### config.mk
export PLATFORM = sky130hd
export DESIGN_NAME = cflp_queue
export DESIGN_NICKNAME = d
export VERILOG_FILES = /design/src/sv/cflp_pkg.sv /design/src/sv/cflp_queue.sv
export SDC_FILE = /design/constraint.sdc
export NUM_CORES = 1
export LEC_CHECK = 0
export ABC_AREA = 1
export ABC_CLOCK_PERIOD_IN_PS = 2700
export BUFFER_PORTS_ARGS = -buffer_cell sky130_fd_sc_hd__buf_2
export CORE_MARGIN = 1.5
export CORE_UTILIZATION = 45
export DETAILED_ROUTE_END_ITERATION = 7
export GPL_TIMING_DRIVEN = 1
export PLACE_DENSITY_LB_ADDON = 0.25
export SETUP_SLACK_MARGIN = 0.3
export SKIP_LAST_GASP = 1
export SYNTH_ARGS = -nofsm -noshare
export SYNTH_HDL_FRONTEND = slang
export SYNTH_SLANG_ARGS = --single-unit
### constraint.sdc
create_clock -name i_clk -period 2.7 [get_ports i_clk]
set_clock_uncertainty 0.05 [all_clocks]
set_input_delay 0.405 -clock i_clk [delete_from_list [all_inputs] [get_ports i_clk]]
set_output_delay 0.405 -clock i_clk [all_outputs]
set_load 0.005 [all_outputs]
### src/sv/cflp_pkg.sv
`timescale 1ns / 1ps

package cflp_pkg;

    localparam logic [1:0] CFG_BUFFER_LENGTH    = 2'd0;
    localparam logic [1:0] CFG_CROSSFADE_LENGTH = 2'd1;
    localparam logic [1:0] CFG_ENV_STEP         = 2'd2;

    localparam logic [16:0] BLEN_RESET = 17'd65536;
    localparam logic [15:0] XLEN_RESET = 16'd1024;
    localparam logic [26:0] STEP_RESET = 27'd65536;

    localparam logic OP_LOAD = 1'b0;
    localparam logic OP_TICK = 1'b1;

    localparam logic [1:0] CMD_LOAD  = 2'd0;
    localparam logic [1:0] CMD_PLAIN = 2'd1;
    localparam logic [1:0] CMD_MIX   = 2'd2;

    localparam int QUEUE_DEPTH = 4;
    localparam int QUEUE_PTR_W = 2;

    localparam logic [25:0] PHASE_MAX   = 26'h3FFFFFF;
    localparam logic [63:0] HALF_PI_Q30 = 64'd1686629713;

    typedef struct packed {
        logic        op;
        logic [15:0] address;
        logic [15:0] left_in;
        logic [15:0] right_in;
    } t_in;

    typedef struct packed {
        logic [15:0] left_out;
        logic [15:0] right_out;
        logic        in_crossfade;
    } t_out;

    typedef struct packed {
        logic [1:0]  kind;
        logic [15:0] addr_a;
        logic [15:0] addr_b;
        logic [25:0] phase;
        logic [15:0] left;
        logic [15:0] right;
    } t_cmd;

    // Rounded Q15 sine of a Q30 angle in the first quadrant, from a Taylor series.
    function automatic logic [15:0] f_quarter_sine(input logic [63:0] theta);
        logic [63:0]        t2;
        logic [63:0]        term;
        logic signed [63:0] sum;
        logic [63:0]        q;
        t2   = (theta * theta) >> 30;
        term = theta;
        sum  = $signed(theta);
        term = ((term * t2) >> 30) / 64'd6;
        sum  = sum - $signed(term);
        term = ((term * t2) >> 30) / 64'd20;
        sum  = sum + $signed(term);
        term = ((term * t2) >> 30) / 64'd42;
        sum  = sum - $signed(term);
        term = ((term * t2) >> 30) / 64'd72;
        sum  = sum + $signed(term);
        term = ((term * t2) >> 30) / 64'd110;
        sum  = sum - $signed(term);
        term = ((term * t2) >> 30) / 64'd156;
        sum  = sum + $signed(term);
        term = ((term * t2) >> 30) / 64'd210;
        sum  = sum - $signed(term);
        if (sum < 0) begin
            sum = 0;
        end
        q = ($unsigned(sum) + 64'd16384) >> 15;
        if (q > 64'd32767) begin
            q = 64'd32767;
        end
        return q[15:0];
    endfunction

endpackage

### src/sv/cflp_queue.sv
`timescale 1ns / 1ps

module cflp_queue (
    input  logic            i_clk,
    input  logic            i_rst_n,
    input  logic            i_push,
    input  cflp_pkg::t_cmd  i_cmd,
    output logic            o_full,
    input  logic            i_pop,
    output logic            o_empty,
    output cflp_pkg::t_cmd  o_head
);

    cflp_pkg::t_cmd                     r_mem [cflp_pkg::QUEUE_DEPTH];
    logic [cflp_pkg::QUEUE_PTR_W-1:0]   r_wr_ptr;
    logic [cflp_pkg::QUEUE_PTR_W-1:0]   r_rd_ptr;
    logic [cflp_pkg::QUEUE_PTR_W:0]     r_count;

    assign o_full  = (r_count == (cflp_pkg::QUEUE_PTR_W + 1)'(cflp_pkg::QUEUE_DEPTH));
    assign o_empty = (r_count == '0);
    assign o_head  = r_mem[r_rd_ptr];

    always_ff @(posedge i_clk) begin
        if (i_push) begin
            r_mem[r_wr_ptr] <= i_cmd;
        end
    end

    always_ff @(posedge i_clk) begin
        if (!i_rst_n) begin
            r_wr_ptr <= '0;
            r_rd_ptr <= '0;
            r_count  <= '0;
        end else begin
            if (i_push) begin
                r_wr_ptr <= r_wr_ptr + 1'b1;
            end
            if (i_pop) begin
                r_rd_ptr <= r_rd_ptr + 1'b1;
            end
            if (i_push && !i_pop) begin
                r_count <= r_count + 1'b1;
            end else if (!i_push && i_pop) begin
                r_count <= r_count - 1'b1;
            end
        end
    end

endmodule

# Yosys cells after proc, flatten, opt, wreduce, memory -nomap -nowiden
# Memories as Yosys holds them, arrays and structs flattened. A register that Yosys moved wholly into a read port is not among the register bits.
# Index checks and enable logic that the tools add are counted.
# totals
romBits	0
ramBits	368
out_inout_bits	94
register_bits	7
n_memories	1
latch_bits	0
wordCells	21
# classes
bitwise_logic	0
n_mux	6
n_eq_ne	1
n_shift	0
div_mod_pow	0
n_lt_le_gt_ge	0
multipliers	0
n_reduce_logical	6
n_addsub	4
# mem_list
memory	depth	word_bits	rd	rd_clocked_by_memory_dff	write_ports	line_no	source
r_mem	4	92	1	1	1	cflp_queue.sv:14	cflp_pkg::t_cmd r_mem [cflp_pkg::QUEUE_DEPTH];
# op_table
cell	count
$mux 3	2
$add 2x1->2 const B	2
$mux 2	2
$add 3x1->3 const B	1
$eq 3x3->1 const B	1
$logic_not 3->1	1
$sub 3x1->3 const B	1
$logic_and 1x1->1	2
$logic_not 1->1	2
$mux 1	2
$reduce_bool 2->1	1

# Longest topological paths before layout
# depth
ltp_word	4
depth_mapped	10
depth_no_buf	10

# Least setup slack after synthesis
# No wires, ideal clock.
# synth_path
path_type	reg-to-reg
from	register r_wr_ptr[0] (netlist name)
to	memory r_mem[2][0] (netlist name), enable pin
synth_period_minus_slack_ns	2.862
setup_slack_ns	-0.162
path_stages_with_launch	5
t_arrival_ns	2.367
n_path_buf	0
cell_sequence	dfxtp_1 -> inv_1 -> ha_1 -> nand2_1 -> inv_1
# synth_rtl
element	line_no	source
start: declaration	cflp_queue.sv:15	logic [cflp_pkg::QUEUE_PTR_W-1:0] r_wr_ptr;
start signal: assignment	cflp_queue.sv:36	r_wr_ptr <= r_wr_ptr + 1'b1;
end: declaration	cflp_queue.sv:14	
# No word-level cell before the write port.

==> metrics.cfg <==
[outcome]
status=completed

[sta]
slew_viol_final=0
fmax_mhz=424.0
period_share_pct=87.35
setup_viol=0
final-hold-violation-count=0
slew_headroom_pct=60.60
finalCriticalPeriod_ns=2.359
rsz0062_at_grt=true
setup_tns_ns=0
hold_slack_ns=0.04479
final.setup.worst_slack_ns=0.3414
worst_slew_pin_slew_ns=0.5911

[floorplanning]
die_area_sq_mm=0.03235
rows=64
initial_core_util_pct=45.90
io-pin-count=190
core_sq_mm=0.03067
die_y_um=179.9
die_w_um=179.9

[synth]
yosys_warnings=0
syn_nets=1050
yosys-top-cells-area=edfxtp_1 (79%), nor2_1 (5.0%), o21ai_0 (4.3%), o22ai_1 (4.1%), o21ai_1 (2.5%)
yosysSeqAreaShare_pct=79.79
ys_types=20
synthFlopType=edfxtp_1
netlist_instances=948
yosysTopAreaCellShare_pct=78.51
avgSynthCellArea_sq_um=14.85
synth-edff-count=368
synthArstFlopShare_pct=0
syn-cell-area_sq_mm=0.01408
ys_ff_latch=377
synthTopCellsByCount=edfxtp_1 (368), nor2_1 (189), o21ai_0 (120)
synth_top_area_cell=edfxtp_1
synth.most_common_cell=edfxtp_1

[finish]
nFillCells=2502
finalNetCount=1249
final_util_pct=54.84
area_growth_pct=19.48
drive_above_1_share_pct=23.70

[power_and_ir_drop]
total_leakage_power_uw=0.005855
sw_frac_of_total_pct=22.58
power_uw=12770
ir_drop_uv=664.6
p_comb_share_pct=9.4
pwr-share-clk_pct=37.7
cellPowerDensity_mw_per_mm2=759.2
switchingPower_uw=2883
seq_power_share_pct=52.9
intPower_uw=9886

[clock_network]
cts.sinks=377
clk_pin_slew_worst_paths_ns=0.06
cts_buffers=39
cts-root-buf=clkbuf_16
tritoncts=yes
clock_latency_ns=0.50
cts_max_level=2
clk_path_buf_depth=3

[global_routing]
top_usage_layer=met2
grt_pass1_wl_um=49030
grtUsageTotal_pct=19.60
grt_max_degree=93
met3_usage_pct=4.781
use_met1_pct=26.09
grt_pass1_vias=8522
antenna_found_initial=10
grt_util_met2_pct=32.03
overflow=0

[placement]
dpl_worst_slack_ns=0.6053
detailed_place_hpwl_um=16530
place_congestion=0.7297
io_buffers=189

[setup_path]
cp-end-kind=primary output
start_kind=flip-flop
arrival_ns=1.90
path_class=flip-flop to primary output
critPathMaxFanout=55
cp.required_ns=2.25
r2r_start=r_wr_ptr[0]

[detailed_routing]
drcViolationCount=0
ant_nets=0
vias=8521
drtIter0Drc=702
wire_per_inst_um=21.27
dr.pass1.iters=5
viasPerCell=5.414
drt_wl_total_um=33480

[worst_hold_path]
hold_start=i_cmd[47]
hp-class=primary input to flip-flop

[flow_run]
drv_cap=0

layout by cell type, fill, tap and decap left out, drive strengths merged:
cell,n
fa,1
clkinvlp,4
nor2,189
edfxtp,368
buf,214
ha,5
dfxtp,9
nand4,1
nand3,1
bufinv,1
o21ai,190
o22ai,92
inv,14
a21oi,4
nor3,2
clkbuf,57
nand2,9
clkinv,12
diode,5
layer usage:
metal  vias up  share of wire [%]
met3        61                7.4
met1      4154                 43
li1       3998                  -
met4         8                2.1
met5         -               0.13
met2       300                 48
logic make-up (layout without fill, tap and decap cells):
| kind of cell | after synthesis | in the layout | share of synthesized area [%] |
|---|---|---|---|
| DFF | 377 | 377 | 79.79 |
| AOI/OAI and AO/OA | 286 | 286 | 10.99 |
| and+or+nand+nor | 202 | 202 | 5.431 |
| buffers and inverters | 77 | 302 | 3.209 |
| adders and majority gates | 6 | 6 | 0.5867 |
| other | 0 | 5 | 0 |
registers in the layout, indices dropped and copies added (netlist names), named ones only:
register,cells
r_rd_ptr,2
r_count,3
r_wr_ptr,2
r_mem,368
power by group through the flow:
stage | clock, uW | combinational [uW] | sequential, uW
6_report | 4820 | 1200 | 6750
5_1_grt | 5140 | 1320 | 6770
4_1_cts | 4910 | 1170 | 6750
3_5_place_dp | 0 | 1100 | 6880
3_3_place_gp | 0 | 1090 | 6870
2_1_floorplan | 0 | 592 | 6870
critical path: stages (launching register included):
cell,delay (ns)
dfxtp_4,0.51
buf_16,0.29
o21ai_0,0.14
o22ai_1,0.28
buf_2,0.17
path summary, 6_finish.rpt:
| kind | end | slack, ns | cells past startpoint |
|---|---|---|---|
| worst max-delay path | o_head[52] | 0.34 | 4 |
| worst min-delay path | r_mem[3][47] | 0.04 | 1 |
| worst max register to register | r_mem[0][82] | 0.86 | 5 |
| worst min register to register | flip-flop | 0.38 | 1 |
repair_timing:
item                                    in CTS  in global routing
endpoints found under the setup margin      92                 58
resized for setup                            7                 11
cloned                                       2                  4
pin swaps                                    0                  0
endpoints found under the hold margin        0                  0
setup buffers                                2                  3
hold buffers                                 0                  0
cell type report:
class,count,area [sq um],share of cell area (%)
clock inverters,13,88.84,0.5282
repair buffers,217,1430,8.503
multi-input cells,494,2401,14.28
clock buffers,54,1032,6.137
repair inverters,1,11.26,0.06695
inverters,17,106.4,0.6323
flip-flops and latches,377,11240,66.84
diodes,5,12.51,0.07439
well taps,396,495.5,2.946
stage by stage:
| step | cells | instance area, sq um |
|---|---|---|
| final | 1574 | 16820 |
| after global routing | 1572 | 16810 |
| after CTS | 1562 | 16660 |
| after detailed placement | 1491 | 15430 |
| after global placement | 1491 | 15430 |
| after floorplan | 948 | 14100 |
Power figures use the tool's default switching activity.
