File: src/sv/cflp_pkg.sv
`timescale 1ns / 1ps

package cflp_pkg;

    localparam logic [1:0] CFG_BUFFER_LENGTH    = 2'd0;
    localparam logic [1:0] CFG_CROSSFADE_LENGTH = 2'd1;
    localparam logic [1:0] CFG_ENV_STEP         = 2'd2;

    localparam logic [16:0] BLEN_RESET = 17'd65536;
    localparam logic [15:0] XLEN_RESET = 16'd1024;
    localparam logic [26:0] STEP_RESET = 27'd65536;

    localparam logic OP_LOAD = 1'b0;
    localparam logic OP_TICK = 1'b1;

    localparam logic [1:0] CMD_LOAD  = 2'd0;
    localparam logic [1:0] CMD_PLAIN = 2'd1;
    localparam logic [1:0] CMD_MIX   = 2'd2;

    localparam int QUEUE_DEPTH = 4;
    localparam int QUEUE_PTR_W = 2;

    localparam logic [25:0] PHASE_MAX   = 26'h3FFFFFF;
    localparam logic [63:0] HALF_PI_Q30 = 64'd1686629713;

    typedef struct packed {
        logic        op;
        logic [15:0] address;
        logic [15:0] left_in;
        logic [15:0] right_in;
    } t_in;

    typedef struct packed {
        logic [15:0] left_out;
        logic [15:0] right_out;
        logic        in_crossfade;
    } t_out;

    typedef struct packed {
        logic [1:0]  kind;
        logic [15:0] addr_a;
        logic [15:0] addr_b;
        logic [25:0] phase;
        logic [15:0] left;
        logic [15:0] right;
    } t_cmd;

    // Rounded Q15 sine of a Q30 angle in the first quadrant, from a Taylor series.
    function automatic logic [15:0] f_quarter_sine(input logic [63:0] theta);
        logic [63:0]        t2;
        logic [63:0]        term;
        logic signed [63:0] sum;
        logic [63:0]        q;
        t2   = (theta * theta) >> 30;
        term = theta;
        sum  = $signed(theta);
        term = ((term * t2) >> 30) / 64'd6;
        sum  = sum - $signed(term);
        term = ((term * t2) >> 30) / 64'd20;
        sum  = sum + $signed(term);
        term = ((term * t2) >> 30) / 64'd42;
        sum  = sum - $signed(term);
        term = ((term * t2) >> 30) / 64'd72;
        sum  = sum + $signed(term);
        term = ((term * t2) >> 30) / 64'd110;
        sum  = sum - $signed(term);
        term = ((term * t2) >> 30) / 64'd156;
        sum  = sum + $signed(term);
        term = ((term * t2) >> 30) / 64'd210;
        sum  = sum - $signed(term);
        if (sum < 0) begin
            sum = 0;
        end
        q = ($unsigned(sum) + 64'd16384) >> 15;
        if (q > 64'd32767) begin
            q = 64'd32767;
        end
        return q[15:0];
    endfunction

endpackage

File: src/sv/cflp_front.sv
`timescale 1ns / 1ps

module cflp_front #(
    parameter int FRAME_DEPTH = 65536
) (
    input  logic            i_clk,
    input  logic            i_rst_n,
    input  logic            i_in_valid,
    output logic            o_in_stall,
    input  cflp_pkg::t_in   i_in_data,
    input  logic            i_cfg_we,
    input  logic [1:0]      i_cfg_index,
    input  logic [26:0]     i_cfg_data,
    output logic            o_push,
    output cflp_pkg::t_cmd  o_cmd,
    input  logic            i_q_full
);

    localparam int BLEN_MAX = (FRAME_DEPTH < 65536) ? FRAME_DEPTH : 65536;
    localparam logic [1:0] CFG_SETTLE = 2'd3;

    logic [16:0] r_cfg_blen;
    logic [15:0] r_cfg_xlen;
    logic [26:0] r_cfg_step;
    logic [1:0]  r_cfg_wait;
    logic [16:0] r_blen;
    logic [15:0] r_xlen;
    logic [16:0] r_xpoint;
    logic [16:0] r_pos;
    logic [25:0] r_phase;
    logic [16:0] n_pos;
    logic [25:0] n_phase;

    logic [16:0] w_blen_clamp;
    logic [16:0] w_blen_m1;
    logic [15:0] w_xlen_clamp;
    logic [27:0] w_phase_sum;
    logic        w_accept;
    logic        w_push;
    cflp_pkg::t_cmd w_cmd;

    assign o_in_stall = i_q_full || (r_cfg_wait != 2'd0);
    assign w_accept   = i_in_valid && !o_in_stall;
    assign o_push     = w_push;
    assign o_cmd      = w_cmd;

    always_comb begin
        if (r_cfg_blen > 17'(BLEN_MAX)) begin
            w_blen_clamp = 17'(BLEN_MAX);
        end else if (r_cfg_blen < 17'd2) begin
            w_blen_clamp = 17'd2;
        end else begin
            w_blen_clamp = r_cfg_blen;
        end
    end

    assign w_blen_m1    = r_blen - 17'd1;
    assign w_xlen_clamp = ({1'b0, r_cfg_xlen} > w_blen_m1) ? w_blen_m1[15:0] : r_cfg_xlen;
    assign w_phase_sum  = 28'(r_phase) + 28'(r_cfg_step);

    always_ff @(posedge i_clk) begin
        r_blen   <= w_blen_clamp;
        r_xlen   <= w_xlen_clamp;
        r_xpoint <= r_blen - {1'b0, r_xlen};
    end

    always_comb begin
        n_pos        = r_pos;
        n_phase      = r_phase;
        w_cmd.kind   = cflp_pkg::CMD_LOAD;
        w_cmd.addr_a = i_in_data.address;
        w_cmd.addr_b = '0;
        w_cmd.phase  = r_phase;
        w_cmd.left   = i_in_data.left_in;
        w_cmd.right  = i_in_data.right_in;
        w_push       = 1'b0;
        if (i_in_data.op == cflp_pkg::OP_LOAD) begin
            w_push = w_accept && (32'(i_in_data.address) < 32'(FRAME_DEPTH));
        end else begin
            w_push = w_accept;
            if (r_pos >= r_blen) begin
                w_cmd.kind   = cflp_pkg::CMD_PLAIN;
                w_cmd.addr_a = r_xlen;
                n_pos        = {1'b0, r_xlen} + 17'd1;
                n_phase      = '0;
            end else if (r_pos >= r_xpoint) begin
                w_cmd.kind   = cflp_pkg::CMD_MIX;
                w_cmd.addr_a = r_pos[15:0];
                w_cmd.addr_b = 16'(r_pos - r_xpoint);
                n_pos        = r_pos + 17'd1;
                if (w_phase_sum > 28'(cflp_pkg::PHASE_MAX)) begin
                    n_phase = cflp_pkg::PHASE_MAX;
                end else begin
                    n_phase = w_phase_sum[25:0];
                end
            end else begin
                w_cmd.kind   = cflp_pkg::CMD_PLAIN;
                w_cmd.addr_a = r_pos[15:0];
                n_pos        = r_pos + 17'd1;
            end
        end
    end

    always_ff @(posedge i_clk) begin
        if (!i_rst_n) begin
            r_cfg_blen <= cflp_pkg::BLEN_RESET;
            r_cfg_xlen <= cflp_pkg::XLEN_RESET;
            r_cfg_step <= cflp_pkg::STEP_RESET;
            r_cfg_wait <= CFG_SETTLE;
            r_pos      <= '0;
            r_phase    <= '0;
        end else begin
            if (i_cfg_we) begin
                case (i_cfg_index)
                    cflp_pkg::CFG_BUFFER_LENGTH: begin
                        r_cfg_blen <= i_cfg_data[16:0];
                    end
                    cflp_pkg::CFG_CROSSFADE_LENGTH: begin
                        r_cfg_xlen <= i_cfg_data[15:0];
                    end
                    cflp_pkg::CFG_ENV_STEP: begin
                        r_cfg_step <= i_cfg_data;
                    end
                    default: begin
                    end
                endcase
                r_cfg_wait <= CFG_SETTLE;
            end else if (r_cfg_wait != 2'd0) begin
                r_cfg_wait <= r_cfg_wait - 2'd1;
            end
            if (w_accept && (i_in_data.op == cflp_pkg::OP_TICK)) begin
                r_pos   <= n_pos;
                r_phase <= n_phase;
            end
        end
    end

`ifndef SYNTHESIS
    assert property (@(posedge i_clk) disable iff (!i_rst_n)
        (r_cfg_wait == 2'd0) |-> (r_xpoint == r_blen - {1'b0, r_xlen})
            && ({1'b0, r_xlen} < r_blen))
        else $error("Crossfade limits are not consistent with the loop length.");
    assert property (@(posedge i_clk) disable iff (!i_rst_n)
        o_push |-> !i_q_full)
        else $error("Command pushed into a full queue.");
`endif

endmodule

File: config.mk
export PLATFORM = sky130hd
export DESIGN_NAME = cflp_front
export DESIGN_NICKNAME = d
export VERILOG_FILES = /design/src/sv/cflp_pkg.sv /design/src/sv/cflp_front.sv
export SDC_FILE = /design/constraint.sdc
export NUM_CORES = 1
export LEC_CHECK = 0
export ABC_AREA = 1
export BUFFER_PORTS_ARGS = -buffer_cell sky130_fd_sc_hd__buf_2
export CAP_MARGIN = 20
export CORE_MARGIN = 3
export CORE_UTILIZATION = 45
export DETAILED_ROUTE_END_ITERATION = 7
export PLACE_DENSITY = 0.72
export SLEW_MARGIN = 15
export SYNTH_ARGS = -nofsm -noshare
export SYNTH_HDL_FRONTEND = slang
export SYNTH_SLANG_ARGS = --single-unit
export TNS_END_PERCENT = 1
File: constraint.sdc
create_clock -name i_clk -period 3.4 [get_ports i_clk]
set_input_delay 0.51 -clock i_clk [delete_from_list [all_inputs] [get_ports i_clk]]
set_output_delay 0.51 -clock i_clk [all_outputs]
set_load 0.1 [all_outputs]
# ---- Yosys cells after proc, flatten, opt, wreduce, memory -nomap -nowiden
# Cells that the tools add are included.
dict set report op_classes {
  n_addsub 7
  mul 0
  div_mod_pow 0
  order_cmp 6
  n_eq_ne 2
  shifts 0
  mux 11
  bitwise 1
  n_reduce_logical 14
}
# op count
set ops {}
lappend ops {{$mux 26} 3}
lappend ops {{$mux 16} 3}
lappend ops {{$mux 18} 2}
lappend ops {{$ge 17x17->1} 2}
lappend ops {{$mux 17} 2}
lappend ops {{$mux 34} 1}
lappend ops {{$add 26x27->28} 1}
lappend ops {{$gt 28x26->1 const B} 1}
lappend ops {{$add 16x1->17 const B} 1}
lappend ops {{$add 17x1->17 const B} 1}
lappend ops {{$gt 16x17->1} 1}
lappend ops {{$gt 17x17->1 const B} 1}
lappend ops {{$lt 17x2->1 const B} 1}
lappend ops {{$sub 17x1->17 const B} 1}
lappend ops {{$sub 17x16->17} 1}
lappend ops {{$sub 16x16->16} 1}
lappend ops {{$reduce_and 2->1} 4}
lappend ops {{$reduce_bool 2->1} 2}
lappend ops {{$reduce_or 2->1} 2}
lappend ops {{$reduce_and 3->1} 1}
lappend ops {{$eq 2x1->1 const B} 1}
lappend ops {{$eq 2x2->1 const B} 1}
lappend ops {{$logic_and 1x1->1} 2}
lappend ops {{$logic_not 2->1} 1}
lappend ops {{other kinds (4)} 4}
dict set report totals {
  regBits 155
  latchBits 0
  mem_bits_rw 0
  romBits 0
  input_bits 83
  elab_cells 51
  memories 0
}

# ---- Longest topological paths before layout
dict set report logic_depth {
  ltp_word 6
  mapped_depth 23
}

# ---- Worst setup path after synthesis
# Ideal clock, no wire load.
dict set report synth_path {
  path_kind {register to output}
  from {register r_blen[10]}
  to {output o_cmd[70] (netlist name)}
  t_arrival_ns 4.937
  slack_ns -2.047
  stages_incl_launch_ff 18
  cell_sequence {dfxtp_1 > inv_1 > ha_1 > nand2_1 > nand2_1 > nand2_1 > nand2_1 > nand2_1 > nand2_2 > nor2_4 > nand2_4 > nand2_4 > buf_6 > buf_6 > nand2_2 > nor2_2 > inv_2 > nor3b_1}
}
# element line
set synth_lines {}
lappend synth_lines {{from (decl)} cflp_front.sv:26} ;# logic [16:0] r_blen;
lappend synth_lines {{from (signal assigned)} cflp_front.sv:62} ;# r_blen <= w_blen_clamp;
lappend synth_lines {{to (decl)} cflp_front.sv:15} ;# output cflp_pkg::t_cmd o_cmd,

==> impl_metrics.py <==
metrics = {
    "setup_path": {
        "cp_data_required_time_ns": 2.89,
        "rr_worst_depth": 18,
        "worstSetupStartpoint": "r_xpoint[14]",
        "start_kind": "flop",
        "r2r_slack_ns": 0.36,
        "worst_ep_arrival_time_ns": 2.84,
        "endpoint": "o_cmd[73]",
        "r2r-start": "r_blen[1]",
        "worstSetupPathType": "reg -> out",
        "worstSetupEndpointType": "output port",
        "cp_max_fo": 4,
        "r2r-end": "r_xlen[1]",
    },
    "global_route": {
        "grt_pass1_wl_microns": 47600,
        "grt-busiest-layer": "met2",
        "grt_usage_pct": 22.6,
        "grt_max_degree": 42,
        "grt_pass1_vias": 9757,
        "grt_overflow_total": 0,
        "antenna_found_initial": 0,
        "use_met1_pct": 28.3,
        "gr-usage-met2_pct": 39.4,
        "grtUsageMet3_pct": 3.82,
    },
    "power_and_ir_drop": {
        "p_leak_nw": 5.91,
        "p_total_mw": 5.69,
        "peakVddDrop_mv": 0.382,
        "power_density_nw_per_um2": 451,
    },
    "sta": {
        "max_slew_margin_pct": 42.8,
        "finClkSkew_ns": 0.00704,
        "finalHoldWorstSlack_ns": 0.303,
        "setup_viol_count_final": 0,
        "tns_ns": 0,
        "rsz0062_at_grt": "true",
        "setup_ws_ns": 0.0537,
        "max_freq_mhz": 299,
        "min_period_ns": 3.35,
        "tightest_slew_ns": 0.856,
        "hold_viol": 0,
        "timing.final.crit_share_pct": 98.4,
        "maxSlewViolCount": 0,
    },
    "job": {
        "cap_violations": 0,
    },
    "clock_network": {
        "ctsHoldBuffers": 0,
        "insertion_delay_ns": 0.44,
        "numCtsBuffers": 17,
        "clock_sinks": 155,
        "clk_pin_slew_worst_paths_ns": 0.07,
        "htreeDepth": 4,
        "cts_tree": "built",
        "cts_root_buf": "clkbuf_16",
        "clk_path_buf_depth": 2,
    },
    "layout": {
        "synthToLayoutAreaGrowth_pct": 19.4,
        "layout_commonest_cell": "nand2_1",
        "drive_above_1_share_pct": 17.2,
        "layout_common_cells": "nand2_1 (347), inv_1 (168), a21oi_1 (164)",
        "fin_area_sq_um": 12600,
        "finish.utilization_pct": 55.2,
        "nNetsFinal": 1794,
        "final_cells": 1939,
        "antennaDiodeCount": 0,
        "fillers": 2153,
    },
    "synth": {
        "syn_area_per_cell_sq_um": 6.89,
        "syn-num-nets": 1715,
        "synthArstFlopShare_pct": 0,
        "synth_area_sq_um": 10600,
        "synth-compound-area-share_pct": 15.6,
        "synth_edf_count": 0,
        "synth_cells": 1534,
        "synth_seq_area_share_pct": 29.4,
        "yosysWarnings": 0,
        "synth_top_family_by_area": "simple AND/OR/NAND/NOR gates",
        "ys_seq_elements": 155,
        "synth_fa_ha_area_share_pct": 11.8,
        "muxShareOfSynthArea_pct": 0,
        "ys.flop_type": "dfxtp_1",
        "yosys.area_share.simple_pct": 26.7,
        "synth_xor_area_share_pct": 5.64,
        "synth_cell_types": 48,
    },
    "route": {
        "drc": 0,
        "vias": 10200,
        "drtIter0Drc": 810,
        "firstDrtPassIters": 5,
        "wl_microns": 29500,
        "wire_per_inst_microns": 15.2,
        "drt-vias-per-instance": 5.26,
        "antenna_left": 0,
    },
    "placed_design": {
        "portBuffers": 112,
        "globalplace.congestion": 0.957,
        "place_ws_ns": 0.216,
        "post-dp-hpwl_microns": 22600,
        "dpl_cell_area_sq_um": 11700,
        "place_inst": 1901,
    },
    "outcome": {
        "status": "completed",
    },
    "hold_path": {
        "holdCritPathClass": "in -> reg",
    },
    "floorplan": {
        "core_area_sq_um": 22800,
        "pin_count": 177,
        "rows": 55,
        "fp.dieW_microns": 159,
        "die_area_sq_um": 25300,
        "start_util_pct": 46.2,
        "die_h_microns": 159,
    },
}
-- registers in the layout, summed over array words and instances, names as in the netlist --
| register | cells |
|---|---|
| r_cfg_xlen | 16 |
| r_blen | 17 |
| r_phase | 26 |
| r_cfg_blen | 17 |
| r_xpoint | 17 |
| r_xlen | 16 |
| r_cfg_wait | 2 |
| r_pos | 17 |
| r_cfg_step | 27 |
-- final cells by class --
type | instances | area (sq um) | area share [%]
Timing Repair Buffer | 137 | 1150 | 9.15
Sequential cell | 155 | 3130 | 24.8
Tap cell | 313 | 392 | 3.11
Clock inverter | 13 | 166 | 1.32
Multi-Input combinational cell | 1120 | 6640 | 52.7
Clock buffer | 19 | 443 | 3.51
Inverter | 182 | 687 | 5.45
-- what timing repair did --
item / 4_1_cts / 5_1_grt
gates resized for setup: 18 / 52
setup buffers: 0 / 6
setup endpoints to repair: 20 / 46
pin swaps: 1 / 6
-- synth_stat cells (13+ instances only) --
| master | n | area (sq um) |
|---|---|---|
| ha_1 | 95 | 1190 |
| nand3b_1 | 13 | 97.6 |
| buf_4 | 34 | 255 |
| dfxtp_1 | 155 | 3100 |
| o21ai_0 | 109 | 546 |
| xor2_1 | 49 | 429 |
| clkbuf_1 | 27 | 101 |
| inv_1 | 172 | 646 |
| o21ai_1 | 15 | 75.1 |
| a21oi_1 | 168 | 841 |
| nand4_1 | 22 | 138 |
| nor2_1 | 123 | 462 |
| xnor2_1 | 19 | 166 |
| nand3_1 | 69 | 345 |
| nand2_1 | 353 | 1330 |
-- per-layer routing --
layer,share of wire (%),up-vias
met5,0,-
met4,2.8,0
met3,5.1,55
met2,49,316
met1,44,4666
li1,-,5158
-- report_power, final --
group | total, mW | internal (mW) | switching, mW | leakage (nW)
clock network | 1.98 | 1.18 | 0.802 | 0.290
logic | 1.65 | 0.595 | 1.06 | 4.35
registers | 2.05 | 1.97 | 0.0827 | 1.27
total | 5.69 | 3.74 | 1.94 | 5.91
-- worst min path at each step --
stage / from / end / depth (start not counted)
final: i_cfg_we / r_cfg_wait[0] / 3
after CTS: i_cfg_we / r_cfg_wait[0] / 3
after global placement: r_cfg_xlen[0] / r_xlen[0] / 2
after floorplan: r_cfg_xlen[0] / r_xlen[0] / 2
after detailed placement: r_cfg_xlen[0] / r_xlen[0] / 2
after global routing: i_cfg_we / r_cfg_wait[0] / 3
-- critical path, stage by stage (launching register included) --
cell     delay, ns
dfxtp_1       0.32
inv_1         0.07
ha_4          0.28
nand2_2       0.09
nor4_4        0.33
buf_4         0.17
nand4_1       0.12
nand4_1       0.20
nand2_4       0.09
nor2_4        0.12
buf_4         0.14
o21ai_0       0.10
a21oi_2       0.17
buf_12        0.19
-- kinds of logic (layout without fill, tap and decap cells) --
kind of cell | after synthesis | after routing
compound gates | 316 | 316
xor+xnor | 68 | 68
fa+ha+maj | 98 | 98
buf+inv | 259 | 351
flops | 155 | 155
simple gates | 638 | 638
Note: power is estimated with default switching activity, not from simulation.
